===== src/tcw_pkg.sv =====
// Shared types, codes and constants for the text console writer.
package tcw_pkg;

    // Default screen geometry
    localparam int COLUMNS_DEF = 80;
    localparam int ROWS_DEF    = 25;

    // Fixed field widths
    localparam int CMD_W   = 2;
    localparam int BYTE_W  = 8;
    localparam int INDEX_W = 11;
    localparam int POS_W   = 11;
    localparam int CELL_W  = 16;

    // Special bytes and cell values
    localparam logic [BYTE_W-1:0] CHAR_NL    = 8'd10;
    localparam logic [BYTE_W-1:0] CHAR_CR    = 8'd13;
    localparam logic [BYTE_W-1:0] ATTR_RESET = 8'h0F;
    localparam logic [CELL_W-1:0] BLANK_CELL = 16'h0020;

    // Command codes
    typedef enum logic [CMD_W-1:0] {
        CMD_PUT   = 2'd0,
        CMD_READ  = 2'd1,
        CMD_CLEAR = 2'd2,
        CMD_NOP   = 2'd3
    } t_cmd_code;

    // Input word
    typedef struct packed {
        logic [CMD_W-1:0]   cmd;
        logic [BYTE_W-1:0]  char_code;
        logic [INDEX_W-1:0] cell_index;
    } t_in_word;

    // Result word
    typedef struct packed {
        logic [BYTE_W-1:0] cell_glyph;
        logic [BYTE_W-1:0] cell_attr;
        logic [POS_W-1:0]  cursor_pos;
        logic              printed;
    } t_out_word;

    // Screen memory operations
    typedef enum logic [2:0] {
        MEM_NONE,
        MEM_FILL,   // write blank at sweep pointer
        MEM_ZERO,   // write zero at sweep pointer
        MEM_COPY,   // read one row below sweep pointer, write back next cycle
        MEM_CHAR,   // write glyph and attribute at cursor
        MEM_READ,   // read cell at latched index
        MEM_RZERO   // read data register to zero
    } t_mem_op;

    // Cursor operations
    typedef enum logic [2:0] {
        CUR_HOLD,
        CUR_HOME,
        CUR_NEWLINE,
        CUR_CLAMP,
        CUR_ADVANCE
    } t_cur_op;

    // Controller commands to datapath
    typedef struct packed {
        logic    latch;
        logic    ptr_inc;
        logic    ptr_clr;
        t_mem_op mem_op;
        t_cur_op cur_op;
    } t_dp_ctl;

    // Datapath status to controller
    typedef struct packed {
        t_cmd_code cmd;
        logic      is_nl;
        logic      is_cr;
        logic      idx_ok;
        logic      wrap_pend;
        logic      base_at_last;
        logic      ptr_fill_end;
        logic      ptr_copy_end;
    } t_dp_stat;

    // Controller states
    typedef enum logic [3:0] {
        S_INIT,
        S_IDLE,
        S_DECODE,
        S_COPY,
        S_DRAIN,
        S_ZERO,
        S_WRITE,
        S_CLEAR,
        S_DONE
    } t_state;

endpackage


===== src/tcw_ctrl.sv =====
// Controller state machine sequencing commands, scrolls and screen sweeps.
module tcw_ctrl (
    input  logic             i_clk,
    input  logic             i_rst_n,
    input  logic             start,
    output logic             busy,
    output logic             o_strobe,
    input  tcw_pkg::t_dp_stat i_stat,
    output tcw_pkg::t_dp_ctl  o_ctl
);

    tcw_pkg::t_state r_state, n_state;

    // State register
    always_ff @(posedge i_clk) begin
        if (!i_rst_n) begin
            r_state <= tcw_pkg::S_INIT;
        end else begin
            r_state <= n_state;
        end
    end

    // Next state and datapath commands
    always_comb begin
        n_state        = r_state;
        o_ctl.latch    = 1'b0;
        o_ctl.ptr_inc  = 1'b0;
        o_ctl.ptr_clr  = 1'b0;
        o_ctl.mem_op   = tcw_pkg::MEM_NONE;
        o_ctl.cur_op   = tcw_pkg::CUR_HOLD;
        busy           = 1'b1;
        o_strobe       = 1'b0;
        case (r_state)
            // clearing pass after reset
            tcw_pkg::S_INIT: begin
                o_ctl.mem_op = tcw_pkg::MEM_FILL;
                if (i_stat.ptr_fill_end) begin
                    o_ctl.ptr_clr = 1'b1;
                    n_state       = tcw_pkg::S_IDLE;
                end else begin
                    o_ctl.ptr_inc = 1'b1;
                end
            end
            tcw_pkg::S_IDLE: begin
                busy = 1'b0;
                if (start) begin
                    o_ctl.latch = 1'b1;
                    n_state     = tcw_pkg::S_DECODE;
                end
            end
            tcw_pkg::S_DECODE: begin
                case (i_stat.cmd)
                    tcw_pkg::CMD_PUT: begin
                        if (i_stat.is_nl) begin
                            if (i_stat.base_at_last) begin
                                n_state = tcw_pkg::S_COPY;
                            end else begin
                                o_ctl.cur_op = tcw_pkg::CUR_NEWLINE;
                                n_state      = tcw_pkg::S_DONE;
                            end
                        end else if (i_stat.wrap_pend) begin
                            n_state = tcw_pkg::S_COPY;
                        end else if (i_stat.is_cr) begin
                            n_state = tcw_pkg::S_DONE;
                        end else begin
                            n_state = tcw_pkg::S_WRITE;
                        end
                    end
                    tcw_pkg::CMD_READ: begin
                        o_ctl.mem_op = i_stat.idx_ok ? tcw_pkg::MEM_READ
                                                     : tcw_pkg::MEM_RZERO;
                        n_state      = tcw_pkg::S_DONE;
                    end
                    tcw_pkg::CMD_CLEAR: begin
                        o_ctl.cur_op = tcw_pkg::CUR_HOME;
                        n_state      = tcw_pkg::S_CLEAR;
                    end
                    default: begin
                        n_state = tcw_pkg::S_DONE;
                    end
                endcase
            end
            // scroll: move rows up, one cell a cycle
            tcw_pkg::S_COPY: begin
                o_ctl.mem_op  = tcw_pkg::MEM_COPY;
                o_ctl.ptr_inc = 1'b1;
                if (i_stat.ptr_copy_end) begin
                    n_state = tcw_pkg::S_DRAIN;
                end
            end
            // last copied cell lands on the write port
            tcw_pkg::S_DRAIN: begin
                n_state = tcw_pkg::S_ZERO;
            end
            // scroll: zero the last row
            tcw_pkg::S_ZERO: begin
                o_ctl.mem_op = tcw_pkg::MEM_ZERO;
                if (i_stat.ptr_fill_end) begin
                    o_ctl.ptr_clr = 1'b1;
                    o_ctl.cur_op  = tcw_pkg::CUR_CLAMP;
                    if (i_stat.is_nl || i_stat.is_cr) begin
                        n_state = tcw_pkg::S_DONE;
                    end else begin
                        n_state = tcw_pkg::S_WRITE;
                    end
                end else begin
                    o_ctl.ptr_inc = 1'b1;
                end
            end
            tcw_pkg::S_WRITE: begin
                o_ctl.mem_op = tcw_pkg::MEM_CHAR;
                o_ctl.cur_op = tcw_pkg::CUR_ADVANCE;
                n_state      = tcw_pkg::S_DONE;
            end
            tcw_pkg::S_CLEAR: begin
                o_ctl.mem_op = tcw_pkg::MEM_FILL;
                if (i_stat.ptr_fill_end) begin
                    o_ctl.ptr_clr = 1'b1;
                    n_state       = tcw_pkg::S_DONE;
                end else begin
                    o_ctl.ptr_inc = 1'b1;
                end
            end
            tcw_pkg::S_DONE: begin
                o_strobe = 1'b1;
                n_state  = tcw_pkg::S_IDLE;
            end
            default: begin
                n_state = tcw_pkg::S_INIT;
            end
        endcase
    end

`ifndef SYNTHESIS
    // an accepted word is always decoded next
    a_accept_decode: assert property (@(posedge i_clk) disable iff (!i_rst_n)
        (start && !busy) |=> (r_state == tcw_pkg::S_DECODE))
        else $error("accepted word not decoded");

    // one result per word, then ready again
    a_strobe_idle: assert property (@(posedge i_clk) disable iff (!i_rst_n)
        o_strobe |=> (!o_strobe && !busy))
        else $error("result strobe not followed by idle");
`endif

endmodule


===== config.mk =====
export PLATFORM = sky130hd
export DESIGN_NAME = tcw_ctrl
export DESIGN_NICKNAME = d
export VERILOG_FILES = /design/src/tcw_pkg.sv /design/src/tcw_ctrl.sv
export SDC_FILE = /design/constraint.sdc
export NUM_CORES = 1
export LEC_CHECK = 0
export ABC_AREA = 1
export ABC_CLOCK_PERIOD_IN_PS = 1200
export BUFFER_PORTS_ARGS = -buffer_cell sky130_fd_sc_hd__buf_2
export CAP_MARGIN = 20
export CORE_MARGIN = 5
export CORE_UTILIZATION = 40
export CTS_BUF_LIST = sky130_fd_sc_hd__clkbuf_16
export CTS_CLUSTER_SIZE = 40
export DETAILED_ROUTE_END_ITERATION = 12
export HOLD_SLACK_MARGIN = 0.08
export PLACE_DENSITY = 0.72
export SYNTH_ARGS = -nofsm -noshare
export SYNTH_HDL_FRONTEND = slang
export SYNTH_SLANG_ARGS = --single-unit

===== constraint.sdc =====
create_clock -name i_clk -period 1.2 [get_ports i_clk]
set_input_delay 0.3 -clock i_clk [delete_from_list [all_inputs] [get_ports i_clk]]
set_output_delay 0.3 -clock i_clk [all_outputs]
set_load 0.01 [all_outputs]

---- Word level (Yosys, flattened, before mapping) ----
Cells that the tools add are included.
Widths: inputs -> output; s select.
word-level totals
  register bits after elaboration ......... 4
  bits of input ports ..................... 12
operators by class
  equal/unequal tests ..................... 15
  reductions and logical operators ........ 6
  muxes and demuxes ....................... 28
operators by type and width
  cell                number
  $mux 4              10
  $pmux 4 s9          1
  $eq 4x3->1 const B  4
  $pmux 3 s5          1
  $ne 2x2->1 const B  5
  $pmux 3 s3          1
  $eq 4x2->1 const B  2
  $mux 2              4
  $pmux 4 s2          1
  $mux 1              7
  $pmux 3 s2          1
  $reduce_and 5->1    1
  $eq 4x1->1 const B  1
  $eq 4x4->1 const B  1
  $logic_not 4->1     1
  $mux 3              1
  $reduce_or 3->1     1
  $eq 2x1->1 const B  1
  $eq 2x2->1 const B  1
  $logic_not 2->1     1
  $pmux 1 s2          1
  $reduce_or 2->1     1
  $logic_or 1x1->1    1

---- Depth between registers and ports, before layout ----
  depth in word-level cells ............... 5
  gate-level depth with buffers ........... 9
  mapped depth without buffers ............ 9

---- Worst setup path before layout ----
Ideal clock, no wire load.
  kind .................................... register -> output
  from .................................... reg r_state[3]
  to ...................................... out o_ctl[1] (netlist bit)
  data arrival time ....................... 1,116 ps
  data required time ...................... 900 ps
  buffers on the path ..................... 0
  path slack .............................. -216 ps
  stages on the path, launching flop included .. 4
  path through ............................ dfxtp_1 nor2_2 nand3_2 o41ai_1
RTL lines
  element                   line            RTL
  start: declaration        tcw_ctrl.sv:12  tcw_pkg::t_state r_state, n_state;
  start signal: assignment  tcw_ctrl.sv:17  r_state <= tcw_pkg::S_INIT;
  start signal: assignment  tcw_ctrl.sv:19  r_state <= n_state;
  end: declaration          tcw_ctrl.sv:9   output tcw_pkg::t_dp_ctl o_ctl

==> summary.md <==
| Metric | Value |
|---|---|
| DRT antenna net count | `0` |
| Drc violations | `0` |
| Fillers | `34` |
| Mapped Avg Cell Area | `5.68 um2` |
| Full die area | `between 2000 and 2500 um2` |
| Root buffer selected by CTS | `clkbuf_16` |
| Post-synth cell types | `23` |
| Slew headroom | `around 80%` |
| Hold Fails Final Rpt | `0` |
| Final Cycle Share | `141%` |
| Layout cells sized above 1 | `70.3%` |
| Crit path kind | `flip-flop to primary output` |
| Post-cts hold buffer count | `0` |
| Setup crit start | `r_state[0]` |
| Slew Viols, Final | `0` |
| Post-synth net total | `105` |
| Failing checks | `setup timing` |
| WP data arrival | `1.39 ns` |
| CTS H-tree lvls | `1` |
| Max Clock Freq | `593 MHz` |
| DP Area | `861 um2` |
| Setup TNS | `-4.84 ns` |
| Vias | `952` |
| MaxCap Viol Count | `0` |
| Reg2reg start | `r_state[0]` |
| CTS tree | `yes` |
| Nets | `158` |
| Yosys warns | `0` |
| All-Layer GR Usage | `19.3%` |
| Post-route design area | `1210 um2` |
| CP max FO | `4` |
| CTS Sinks | `4` |
| Post-synthesis sequential area ratio | `15.2%` |
| DP Cell Count | `150` |
| Per-cell routed wire length | `21.4 um` |
| Top reg by flops | `r_state` |
| Worst skew pair latency | `0.23 ns` |
| Most frequent cells in the layout | `buf_4 (21), buf_2 (20), inv_1 (13), nand2_1 (13), nand2_2 (9)` |
| Initial antenna violation count | `0` |
| Gpl congestion | `0.827` |
| Final WS setup | `-0.487 ns` |
| FF-to-FF End | `r_state[2]` |
| Hold Path End | `r_state[0]` |
| Post-synthesis cell area | `528 um2` |
| Initial Util | `41.6%` |
| Rows | `13` |
| Vias in the first global route | `750` |
| Leakage power | `0.620 nW` |
| Routed wire length | `3.43 mm` |
| Status | `finished with violations` |
| WHS Path Cells | `3` |
| CP Capture Type | `primary output` |
| TritonCTS buffer count | `3` |
| Worst EP required | `0.90 ns` |
| Die Ht | `46.3 um` |
| Synthesized netlist cell count | `93` |
| Finished Core Util | `approximately 95%` |
| IO Count | `23` |
| Setup crit start kind | `flip-flop` |
| Total grt overflow | `0` |
| Min cycle time layout | `1.69 ns` |
| Die width | `46.3 um` |
| First-pass GRT wire length | `2.97 mm` |
| CTS max path bufs | `2` |
| Antenna cells | `0` |
| Worst-Margin Slew | `between 0.2 and 0.3 ns` |
| Vias/cell | `5.95` |
| DRT Pass-1 Iters | `4` |
| Reg2reg setup slack | `-0.31 ns` |
| Non-Filler Instances | `160` |
| Max FFs per register | `4` |
| HP Start | `i_rst_n` |
| Peak supply drop | `~0.0018 V` |
| Cell Pwr Density | `1990 nW/um2` |
| HP Class | `primary input to flip-flop` |
| Pre-CTS setup slack | `-0.155 ns` |
| DP HPWL | `1.39 mm` |
| Unrepaired setup endpoints after global routing | `yes` |
| Largest regs | `r_state: 4 flops` |
| WHS | `between 0.4 and 0.5 ns` |
| Worst Skew | `around 0.0027 ns` |
| Largest net degree at the start of global routing | `8` |
| Commonest non-fill, non-tap cell in the layout | `buf_4` |
| Area Growth Syn to Fin | `129%` |
| DR iter-0 viols | `58` |
| Port Buf Inserts | `22` |
| Core area | `about 1300 um2` |
| Tot Pwr | `2.41 mW` |
| Setup violations, final | `15` |
| Clock transition at path regs | `0.03 ns` |
| Worst reg-to-reg path cell count | `10` |
| Register bit total from synthesis | `4` |
[kinds of logic (layout without fill, tap and decap cells)]
group | after synthesis | in the layout | share of synthesized area, %
AO/OA/AOI/OAI | 12 | 12 | 14.7
AND/OR/NAND/NOR | 58 | 58 | 56.6
buffers and inverters | 19 | 71 | 13.5
flip-flops | 4 | 4 | 15.2
[final cells by class]
type / instances / area [um2] / area share (%)
Tap cell: 15 / 18.8 / 1.55
Clock inverter: 1 / 3.75 / 0.310
Multi-Input combinational cell: 70 / 597 / 49.3
Sequential cell: 4 / 95.1 / 7.86
Clock buffer: 3 / 75.1 / 6.20
Inverter: 19 / 83.8 / 6.93
Timing Repair Buffer: 48 / 337 / 27.8
[worst max path at each step]
| stage | to | slack [ns] |
|---|---|---|
| floorplan | o_ctl[4] | -0.06 |
| global placement | o_ctl[7] | -0.11 |
| detailed placement | o_ctl[4] | -0.15 |
| CTS | o_ctl[4] | -0.36 |
| global route | o_ctl[4] | -0.54 |
| finish | o_ctl[4] | -0.49 |
[routing by layer]
metal,global-route usage [%],share of wire [%],vias up
met2,36.0,53,76
met1,20.8,36,452
met5,0,0,-
met4,6.25,3.6,0
li1,-,-,405
met3,4.69,7.3,19
[synth_stat cells, drive strengths merged]
library cell / number / area share, %
a211oi: 1 / 1.4
a21oi: 4 / 4.5
clkinv: 1 / 0.71
dfxtp: 4 / 15
inv: 18 / 13
nand2: 30 / 25
nand3: 10 / 11
nand3b: 1 / 1.4
nand4: 2 / 2.4
nor2: 13 / 14
nor3: 1 / 1.9
nor4: 1 / 1.2
o211ai: 2 / 2.8
o21ai: 3 / 2.8
o31ai: 1 / 1.4
o41ai: 1 / 1.7
[worst max-delay path, stage by stage (launching register included)]
cell and delay [ns]:
dfxtp_4 0.36, inv_4 0.09, nand2_4 0.06, nor2_4 0.14
nand3_2 0.09, o211ai_1 0.23, buf_2 0.19
[power breakdown]
| group | switching, mW | internal, mW | total [mW] |
|---|---|---|---|
| sequential | 0.0832 | 0.182 | 0.265 |
| combinational | 0.926 | 0.677 | 1.60 |
| clock | 0.111 | 0.432 | 0.543 |
[timing repair]
| item | in CTS | in global routing |
|---|---|---|
| setup endpoints to repair | 15 | 15 |
| gates cloned | 0 | 0 |
| pin swaps | 6 | 6 |
| setup buffers | 1 | 6 |
| gates resized for setup | 4 | 55 |
No activity file was read; power rests on OpenSTA's default activity.
